[config.mk]
export PLATFORM = sky130hd
export DESIGN_NAME = longest_zero_sum_subarray
export DESIGN_NICKNAME = d
export VERILOG_FILES = /design/src/sv/lzs_pkg.sv /design/src/sv/lzs_key_table.sv /design/src/sv/lzs_elem_store.sv /design/src/sv/longest_zero_sum_subarray.sv
export SDC_FILE = /design/constraint.sdc
export NUM_CORES = 2
export LEC_CHECK = 0
export BUFFER_PORTS_ARGS = -buffer_cell sky130_fd_sc_hd__buf_2
export CAP_MARGIN = 20
export CORE_ASPECT_RATIO = 1.75
export CORE_MARGIN = 2
export CORE_UTILIZATION = 60
export CTS_BUF_LIST = sky130_fd_sc_hd__clkbuf_4 sky130_fd_sc_hd__clkbuf_8
export CTS_CLUSTER_SIZE = 12
export DETAILED_ROUTE_END_ITERATION = 12
export PLACE_DENSITY_LB_ADDON = 0.2
export SYNTH_ARGS = -nofsm -noshare
export SYNTH_HDL_FRONTEND = slang
export SYNTH_SLANG_ARGS = --single-unit
[constraint.sdc]
create_clock -name clk -period 12.2 [get_ports clk]
set_input_delay 1.22 -clock clk [delete_from_list [all_inputs] [get_ports clk]]
set_output_delay 1.22 -clock clk [all_outputs]
set_load 0.1 [all_outputs]
[src/sv/lzs_pkg.sv]
// shared constants, state encoding and control types for the zero-sum span finder
package lzs_pkg;

	// default sizing
	localparam int MAX_LEN_DEF    = 64;
	localparam int VALUE_BITS_DEF = 16;

	// sequencer states
	typedef enum logic [2:0] {
		ST_IDLE,
		ST_UPDATE,
		ST_SCAN,
		ST_BEST,
		ST_EMIT_START,
		ST_EMIT_RD,
		ST_EMIT_LD,
		ST_EMIT_OUT
	} lzs_state_t;

	// control from the sequencer to the prefix sum table
	typedef struct packed {
		logic wr_en;
		logic clear;
	} lzs_key_ctrl_t;

endpackage

[src/sv/lzs_key_table.sv]
// prefix sum table: key memory, per-entry valid flags and the shared key comparator
module lzs_key_table #(
	parameter int DEPTH    = lzs_pkg::MAX_LEN_DEF,
	parameter int IDX_BITS = 6,
	parameter int KEY_BITS = 22
) (
	input  logic                 clk,
	input  logic                 arst_n,
	input  lzs_pkg::lzs_key_ctrl_t ctrl,
	input  logic [IDX_BITS-1:0]  wr_addr,
	input  logic [KEY_BITS-1:0]  wr_key,
	input  logic [IDX_BITS-1:0]  rd_addr,
	input  logic [KEY_BITS-1:0]  probe_key,
	output logic                 hit
);

	logic [KEY_BITS-1:0] key_mem [DEPTH];
	logic [DEPTH-1:0]    valid_q;
	logic [KEY_BITS-1:0] rd_key_q;
	logic                rd_valid_q;

	// key memory, one write and one registered read
	always_ff @(posedge clk) begin
		if (ctrl.wr_en) begin
			key_mem[wr_addr] <= wr_key;
		end
		rd_key_q <= key_mem[rd_addr];
	end

	// valid flags, cleared at once between arrays
	always_ff @(posedge clk or negedge arst_n) begin
		if (!arst_n) begin
			valid_q    <= '0;
			rd_valid_q <= 1'b0;
		end else begin
			if (ctrl.clear) begin
				valid_q <= '0;
			end else if (ctrl.wr_en) begin
				valid_q[wr_addr] <= 1'b1;
			end
			rd_valid_q <= valid_q[rd_addr];
		end
	end

	// compare the entry read last cycle against the current prefix sum
	assign hit = rd_valid_q && (rd_key_q == probe_key);

endmodule

[src/sv/lzs_elem_store.sv]
// element store: one write port and one registered read port
module lzs_elem_store #(
	parameter int DEPTH     = lzs_pkg::MAX_LEN_DEF,
	parameter int IDX_BITS  = 6,
	parameter int DATA_BITS = lzs_pkg::VALUE_BITS_DEF
) (
	input  logic                 clk,
	input  logic                 we,
	input  logic [IDX_BITS-1:0]  wr_addr,
	input  logic [DATA_BITS-1:0] wr_data,
	input  logic [IDX_BITS-1:0]  rd_addr,
	output logic [DATA_BITS-1:0] rd_data
);

	logic [DATA_BITS-1:0] mem [DEPTH];
	logic [DATA_BITS-1:0] rd_data_q;

	// write and registered read
	always_ff @(posedge clk) begin
		if (we) begin
			mem[wr_addr] <= wr_data;
		end
		rd_data_q <= mem[rd_addr];
	end

	assign rd_data = rd_data_q;

endmodule

[src/sv/longest_zero_sum_subarray.sv]
// Longest zero-sum span finder. An element passes UPDATE, up to i table probes in SCAN
// (i = its index; none on a zero prefix sum, the scan stops at a hit) and BEST, one
// compare per cycle in the scan. An element past MAX_LEN is taken but not stored. Emission:
// EMIT_START, then EMIT_RD, EMIT_LD and EMIT_OUT per span element (registered store read), or
// EMIT_OUT alone for the not-found request, with each result held while out_stall is high.
// Asynchronous reset (arst_n low) clears sequencer, sum, count, best span, table valid flags.
module longest_zero_sum_subarray #(
	parameter int MAX_LEN    = lzs_pkg::MAX_LEN_DEF,
	parameter int VALUE_BITS = lzs_pkg::VALUE_BITS_DEF
) (
	input  logic                         clk,
	input  logic                         arst_n,
	input  logic                         in_valid,
	output logic                         in_stall,
	input  logic signed [VALUE_BITS-1:0] value,
	input  logic                         last,
	output logic                         out_valid,
	input  logic                         out_stall,
	output logic signed [VALUE_BITS-1:0] value_res,
	output logic                         found,
	output logic                         end_of_run
);

	localparam int IDX_BITS = (MAX_LEN > 1) ? $clog2(MAX_LEN) : 1;
	localparam int CNT_BITS = $clog2(MAX_LEN + 1);
	localparam int SUM_BITS = VALUE_BITS + $clog2(MAX_LEN);
	localparam logic [CNT_BITS-1:0] MAX_CNT = CNT_BITS'(MAX_LEN);
	localparam logic [CNT_BITS-1:0] ONE_CNT = CNT_BITS'(1);

	lzs_pkg::lzs_state_t state_q, state_d;

	logic [SUM_BITS-1:0]   sum_q;
	logic [CNT_BITS-1:0]   count_q;
	logic [CNT_BITS-1:0]   best_q;
	logic [IDX_BITS-1:0]   best_end_q;
	logic                  last_q;
	logic                  has_q;
	logic [CNT_BITS-1:0]   len_q;
	logic [IDX_BITS-1:0]   k_q;
	logic [IDX_BITS-1:0]   ptr_q;
	logic [VALUE_BITS-1:0] value_res_q;
	logic                  found_q;
	logic                  eor_q;

	logic                  in_acc;
	logic                  out_acc;
	logic                  room;
	logic [IDX_BITS-1:0]   cur_idx;
	logic [CNT_BITS-1:0]   k_next;
	logic                  sum_zero;
	logic                  hit;
	logic [IDX_BITS-1:0]   key_rd_addr;
	logic                  key_ins;
	lzs_pkg::lzs_key_ctrl_t key_ctrl;
	logic                  elem_we;
	logic [VALUE_BITS-1:0] elem_rd_data;
	logic [SUM_BITS-1:0]   value_ext;
	logic [CNT_BITS-1:0]   start_cnt;

	// handshake and shared terms
	assign in_acc    = in_valid && !in_stall;
	assign out_acc   = out_valid && !out_stall;
	assign room      = (count_q < MAX_CNT);
	assign cur_idx   = count_q[IDX_BITS-1:0];
	assign k_next    = CNT_BITS'(k_q) + ONE_CNT;
	assign sum_zero  = (sum_q == '0);
	assign value_ext = {{(SUM_BITS-VALUE_BITS){value[VALUE_BITS-1]}}, value};
	assign start_cnt = CNT_BITS'(best_end_q) + ONE_CNT - best_q;

	// table insert when the current nonzero prefix sum has not been seen
	always_comb begin
		key_ins = 1'b0;
		if (state_q == lzs_pkg::ST_UPDATE) begin
			key_ins = !sum_zero && (count_q == '0);
		end else if (state_q == lzs_pkg::ST_SCAN) begin
			key_ins = !hit && (k_next == count_q);
		end
	end

	// next state
	always_comb begin
		state_d = state_q;
		unique case (state_q)
			lzs_pkg::ST_IDLE: begin
				if (in_acc) begin
					if (room) begin
						state_d = lzs_pkg::ST_UPDATE;
					end else if (last) begin
						state_d = lzs_pkg::ST_EMIT_START;
					end
				end
			end
			lzs_pkg::ST_UPDATE: begin
				if (sum_zero || count_q == '0) begin
					state_d = lzs_pkg::ST_BEST;
				end else begin
					state_d = lzs_pkg::ST_SCAN;
				end
			end
			lzs_pkg::ST_SCAN: begin
				if (hit || k_next == count_q) begin
					state_d = lzs_pkg::ST_BEST;
				end
			end
			lzs_pkg::ST_BEST: begin
				state_d = last_q ? lzs_pkg::ST_EMIT_START : lzs_pkg::ST_IDLE;
			end
			lzs_pkg::ST_EMIT_START: begin
				state_d = (best_q == '0) ? lzs_pkg::ST_EMIT_OUT : lzs_pkg::ST_EMIT_RD;
			end
			lzs_pkg::ST_EMIT_RD: begin
				state_d = lzs_pkg::ST_EMIT_LD;
			end
			lzs_pkg::ST_EMIT_LD: begin
				state_d = lzs_pkg::ST_EMIT_OUT;
			end
			lzs_pkg::ST_EMIT_OUT: begin
				if (!out_stall) begin
					state_d = eor_q ? lzs_pkg::ST_IDLE : lzs_pkg::ST_EMIT_RD;
				end
			end
			default: begin
				state_d = lzs_pkg::ST_IDLE;
			end
		endcase
	end

	// state-decoded outputs and memory controls
	always_comb begin
		in_stall       = (state_q != lzs_pkg::ST_IDLE);
		out_valid      = (state_q == lzs_pkg::ST_EMIT_OUT);
		elem_we        = in_acc && room;
		key_ctrl.wr_en = key_ins;
		key_ctrl.clear = out_acc && eor_q;
		unique case (state_q)
			lzs_pkg::ST_SCAN: key_rd_addr = k_next[IDX_BITS-1:0];
			default:          key_rd_addr = '0;
		endcase
	end

	// sequencer and control registers
	always_ff @(posedge clk or negedge arst_n) begin
		if (!arst_n) begin
			state_q    <= lzs_pkg::ST_IDLE;
			sum_q      <= '0;
			count_q    <= '0;
			best_q     <= '0;
			best_end_q <= '0;
			last_q     <= 1'b0;
			has_q      <= 1'b0;
		end else begin
			state_q <= state_d;
			unique case (state_q)
				lzs_pkg::ST_IDLE: begin
					if (in_acc) begin
						last_q <= last;
						if (room) begin
							sum_q <= sum_q + value_ext;
						end
					end
				end
				lzs_pkg::ST_UPDATE: begin
					has_q <= sum_zero;
				end
				lzs_pkg::ST_SCAN: begin
					has_q <= hit;
				end
				lzs_pkg::ST_BEST: begin
					// strictly longer only, so a tie keeps the earlier span
					if (has_q && len_q > best_q) begin
						best_q     <= len_q;
						best_end_q <= cur_idx;
					end
					count_q <= count_q + ONE_CNT;
				end
				lzs_pkg::ST_EMIT_OUT: begin
					// run done: clear for the next array
					if (!out_stall && eor_q) begin
						sum_q      <= '0;
						count_q    <= '0;
						best_q     <= '0;
						best_end_q <= '0;
						last_q     <= 1'b0;
						has_q      <= 1'b0;
					end
				end
				default: begin
				end
			endcase
		end
	end

	// datapath registers: scan index, span length, emit pointer, output request
	always_ff @(posedge clk) begin
		unique case (state_q)
			lzs_pkg::ST_UPDATE: begin
				k_q   <= '0;
				len_q <= count_q + ONE_CNT;
			end
			lzs_pkg::ST_SCAN: begin
				len_q <= count_q - CNT_BITS'(k_q);
				k_q   <= k_next[IDX_BITS-1:0];
			end
			lzs_pkg::ST_EMIT_START: begin
				// not-found request carries all ones
				ptr_q       <= start_cnt[IDX_BITS-1:0];
				value_res_q <= '1;
				found_q     <= 1'b0;
				eor_q       <= 1'b1;
			end
			lzs_pkg::ST_EMIT_LD: begin
				value_res_q <= elem_rd_data;
				found_q     <= 1'b1;
				eor_q       <= (ptr_q == best_end_q);
			end
			lzs_pkg::ST_EMIT_OUT: begin
				if (!out_stall) begin
					ptr_q <= ptr_q + IDX_BITS'(1);
				end
			end
			default: begin
			end
		endcase
	end

	assign value_res  = value_res_q;
	assign found      = found_q;
	assign end_of_run = eor_q;

	// prefix sum table with shared comparator
	lzs_key_table #(
		.DEPTH    (MAX_LEN),
		.IDX_BITS (IDX_BITS),
		.KEY_BITS (SUM_BITS)
	) u_key_table (
		.clk       (clk),
		.arst_n    (arst_n),
		.ctrl      (key_ctrl),
		.wr_addr   (cur_idx),
		.wr_key    (sum_q),
		.rd_addr   (key_rd_addr),
		.probe_key (sum_q),
		.hit       (hit)
	);

	// stored elements for the emitted span
	lzs_elem_store #(
		.DEPTH     (MAX_LEN),
		.IDX_BITS  (IDX_BITS),
		.DATA_BITS (VALUE_BITS)
	) u_elem_store (
		.clk     (clk),
		.we      (elem_we),
		.wr_addr (cur_idx),
		.wr_data (value),
		.rd_addr (ptr_q),
		.rd_data (elem_rd_data)
	);

`ifndef NO_ASSERTIONS
	// element count never passes the array limit
	a_count_max: assert property (@(posedge clk) disable iff (!arst_n)
		count_q <= MAX_CNT)
		else $error("element count beyond limit");

	// best span never longer than the elements taken
	a_best_le_count: assert property (@(posedge clk) disable iff (!arst_n)
		best_q <= count_q)
		else $error("best span longer than element count");

	// emit pointer stays inside the best span
	a_ptr_in_span: assert property (@(posedge clk) disable iff (!arst_n)
		(state_q == lzs_pkg::ST_EMIT_RD) |-> (ptr_q <= best_end_q && best_q != '0))
		else $error("emit pointer outside best span");

	// not-found request only when no span exists, and it closes the run
	a_not_found: assert property (@(posedge clk) disable iff (!arst_n)
		(out_valid && !found) |-> (end_of_run && best_q == '0))
		else $error("bad not-found request");

	// last request of a run clears the array state
	a_clear_after_run: assert property (@(posedge clk) disable iff (!arst_n)
		(out_valid && !out_stall && end_of_run) |=>
			(count_q == '0 && best_q == '0 && state_q == lzs_pkg::ST_IDLE))
		else $error("state not cleared after run");
`endif

endmodule
==> impl_metrics.csv <==
group,metric,value,unit
timing,fmax,176,MHz
min_path,hold_class,"in2async",
route,wl_per_cell,34.2,um
clock_tree,path_clk_slew,0.07,ns
floorplanning,die_h,555,um
synthesis,synth-edff-count,2469,
global_routing,antenna_found_initial,22,
synthesis,synthTopCellsByArea,"edfxtp_1 (71%), mux4_2 (8.4%), mux2i_1 (3.2%), dfrtp_1 (2.7%), nand2_1 (1.8%)",
final_layout,instances_no_fill,8765,
route,ant_nets,0,
synthesis,ys_types,80,
critical_path,crit_type,"reg2reg",
final_layout,multi_input_area,25000,sq um
synthesis,synth_ff_type,"edfxtp_1",
synthesis,synth_top_area_share,71.2,%
clock_tree,cts-hold-fix-buffers,0,
final_layout,syn_to_final_growth,10.6,%
clock_tree,cts_resized,0,
clock_tree,root_buffer,"clkbuf_8",
pwr,static-leakage-power,0.0355,uW
final_layout,drive_gt1_share,21.7,%
placement,io_buffers,40,
floorplanning,start_util,60.2,%
placement,placed_cells,8113,
synthesis,yosys_warnings,0,
global_routing,grt_start_max_net_pins,154,
critical_path,critical_path_required,13.00,ns
timing,rsz0062_at_grt,"false",
critical_path,startpoint_type,"register",
synthesis,synth_nets,6020,
timing,setup_viol_count_final,0,
synthesis,syn-cell-area,104000,sq um
floorplanning,pin_count,41,
final_layout,fin_nets,6299,
route,vias_per_cell,6.73,
clock_tree,cts_sinks,2619,
clock_tree,cts_tree,"built",
floorplanning,dieArea,177000,sq um
synthesis,synth.avg_cell_area,17.5,sq um
pwr,ir_drop,81.1,uV
synthesis,ys_ff_latch,2619,
timing,tightest_slew,1.32,ns
global_routing,grt_pass1_wl,421,mm
route,drc,0,
placement,hpwl,186,mm
route,drtIter0Drc,8018,
global_routing,overflow,0,
synthesis,ys_async_sr_fraction,4.28,%
critical_path,end_kind,"register",
clock_tree,clkLatencyLatePin,0.98,ns
synthesis,yosysSeqAreaShare,74.6,%
timing,fin_skew,0.0591,ns
synthesis,syn_inst,5949,
outcome,status,"completed",
placement,gp_congestion,1.05,
flow_run,drv_cap,0,
global_routing,grt_use_total,33.9,%
timing,timing.final.crit_share,46.6,%
placement,dpl_worst_slack,6.59,ns
timing,slew_violations,0,
timing,setup_tns,0,ns
floorplanning,rows,202,
clock_tree,clockBufferDepth,4,
timing,finalHoldViolCount,0,
timing,slew_headroom,11.2,%
route,firstDrtPassIters,9,
global_routing,grt_pass1_vias,58749,
timing,worst_slack,6.52,ns
route,wirelength,300,mm
route,vias,58950,
clock_tree,cts_max_level,5,
floorplanning,die_w,319,um
timing,min_period,5.68,ns
final_layout,seq_area,77700,sq um
clock_tree,cts_buffers,353,
clock_tree,cts_setup_buffers,0,
floorplanning,core-area,173000,sq um
critical_path,path_max_fanout,153,
synthesis,synth.largest_area_cell,"edfxtp_1",
pwr,p_per_area,142,nW/um^2
critical_path,cp.arrival,6.48,ns
final_layout,n_fill_cell,11508,
[per-layer routing]
layer  up-vias  routed length (um)  track usage (%)
met5         -                  85                0
met4        14               26900             25.9
met3       866               25400             6.60
met2      3404              149000             56.2
met1     30248               98700             39.2
li1      24418                   -                -
[flip-flops by register name (all words and copies together) (netlist names), 3 cells and up]
register and count:
ptr_q 6, u_key_table.valid_q 64, u_key_table.rd_key_q 22, state_q 3, count_q 7, len_q 7
best_end_q 6, value_res 16, u_elem_store.rd_data 16, u_elem_store.mem 1024, u_key_table.key_mem 1408, k_q 6
best_q 7, sum_q 22
[layout make-up]
| class | instances | area share (%) |
|---|---|---|
| inverter | 42 | 0.150 |
| clock inverter | 165 | 0.845 |
| multi-input combinational | 2890 | 21.7 |
| sequential | 2619 | 67.5 |
| clock buffer | 469 | 5.05 |
| antenna | 14 | 0.0304 |
| tap | 2244 | 2.44 |
| timing repair buffer | 322 | 2.25 |
[report_power, final]
part	switching [uW]	internal (uW)	total [uW]	leakage [uW]
logic	89.2	11.8	101	0.0111
registers	0	9740	9740	0.0208
clock network	3190	3280	6470	0.00358
[critical path: stages (launching register included)]
cell and delay, ns:
edfxtp_1 0.46, ha_1 0.42, xor2_4 0.16, buf_4 0.28, nand2_8 0.31, inv_8 0.60
buf_12 0.66, mux2i_1 0.30, mux4_2 0.54, a211oi_1 0.15, a211oi_1 1.06, o21ai_1 0.16
[through the flow]
step                util, %  total power, uW  cell area [sq um]  hold WS (ns)
floorplan                 -             9940             104000         0.443
CTS                    66.6            16400             115000         0.353
global placement       62.4            10000             108000         0.458
detailed placement     62.6            10000             108000         0.470
global route           66.6            16700             115000         0.423
finish                 66.6            16300             115000         0.373
[cell usage in the layout, fill, tap and decap left out, drive strengths merged, types with 47 or more instances in the layout]
master / Yosys / routed
a211oi: 123 / 123
a21oi: 96 / 96
and3: 83 / 83
buf: 125 / 321
clkbuf: 273 / 470
clkinv: 3 / 144
dfrtp: 112 / 112
edfxtp: 2469 / 2469
ha: 47 / 47
mux2i: 328 / 328
mux4: 387 / 387
nand2: 492 / 492
nand3: 153 / 153
nor2: 261 / 261
o21ai: 247 / 247
o22ai: 67 / 67
xnor2: 51 / 51
[synthesized netlist by cell type (24+ instances only)]
| library cell | number |
|---|---|
| dfxtp_1 | 38 |
| mux2i_1 | 328 |
| dfrtp_1 | 112 |
| a221oi_1 | 40 |
| a211o_1 | 24 |
| o21ai_0 | 228 |
| o22ai_1 | 67 |
| ha_1 | 47 |
| nor3_1 | 26 |
| nand2_1 | 491 |
| and3_1 | 83 |
| a21oi_1 | 95 |
| a211oi_1 | 123 |
| edfxtp_1 | 2469 |
| o211ai_1 | 39 |
| inv_1 | 35 |
| nand3_1 | 152 |
| or3_1 | 38 |
| nor2_1 | 261 |
| o221ai_1 | 28 |
| a32oi_1 | 43 |
| clkbuf_1 | 273 |
| xnor2_1 | 49 |
| mux4_2 | 387 |
| a311oi_1 | 28 |
| buf_1 | 57 |
| a31oi_1 | 32 |
| buf_2 | 47 |
[cells by family after synthesis]
kind of cell | count (synthesis) | synth area share (%)
muxes | 718 | 11.6
xor gates and xnor gates | 73 | 0.660
adders and majority gates | 50 | 0.622
buffers and inverters | 440 | 1.72
AOI/OAI and AO/OA | 906 | 5.93
and+or+nand+nor | 1143 | 4.91
DFF | 2619 | 74.6
[worst paths after layout]
check / cells after the start / slack [ns] / from / end
worst max register to register: 11 / 6.52 / k_q[1] / u_key_table.rd_key_q[10]
worst min-delay path: 1 / 0.37 / arst_n / u_key_table.valid_q[43]
min in group clk: 2 / 0.48 / u_key_table.valid_q[52] / u_key_table.valid_q[52]
max in group asynchronous: 2 / 10.33 / arst_n / sum_q[0]
worst min register to register: 2 / 0.48 / u_key_table.valid_q[52] / u_key_table.valid_q[52]
worst max-delay path: 11 / 6.52 / k_q[1] / u_key_table.rd_key_q[10]
No activity file was read; power rests on OpenSTA's default activity.
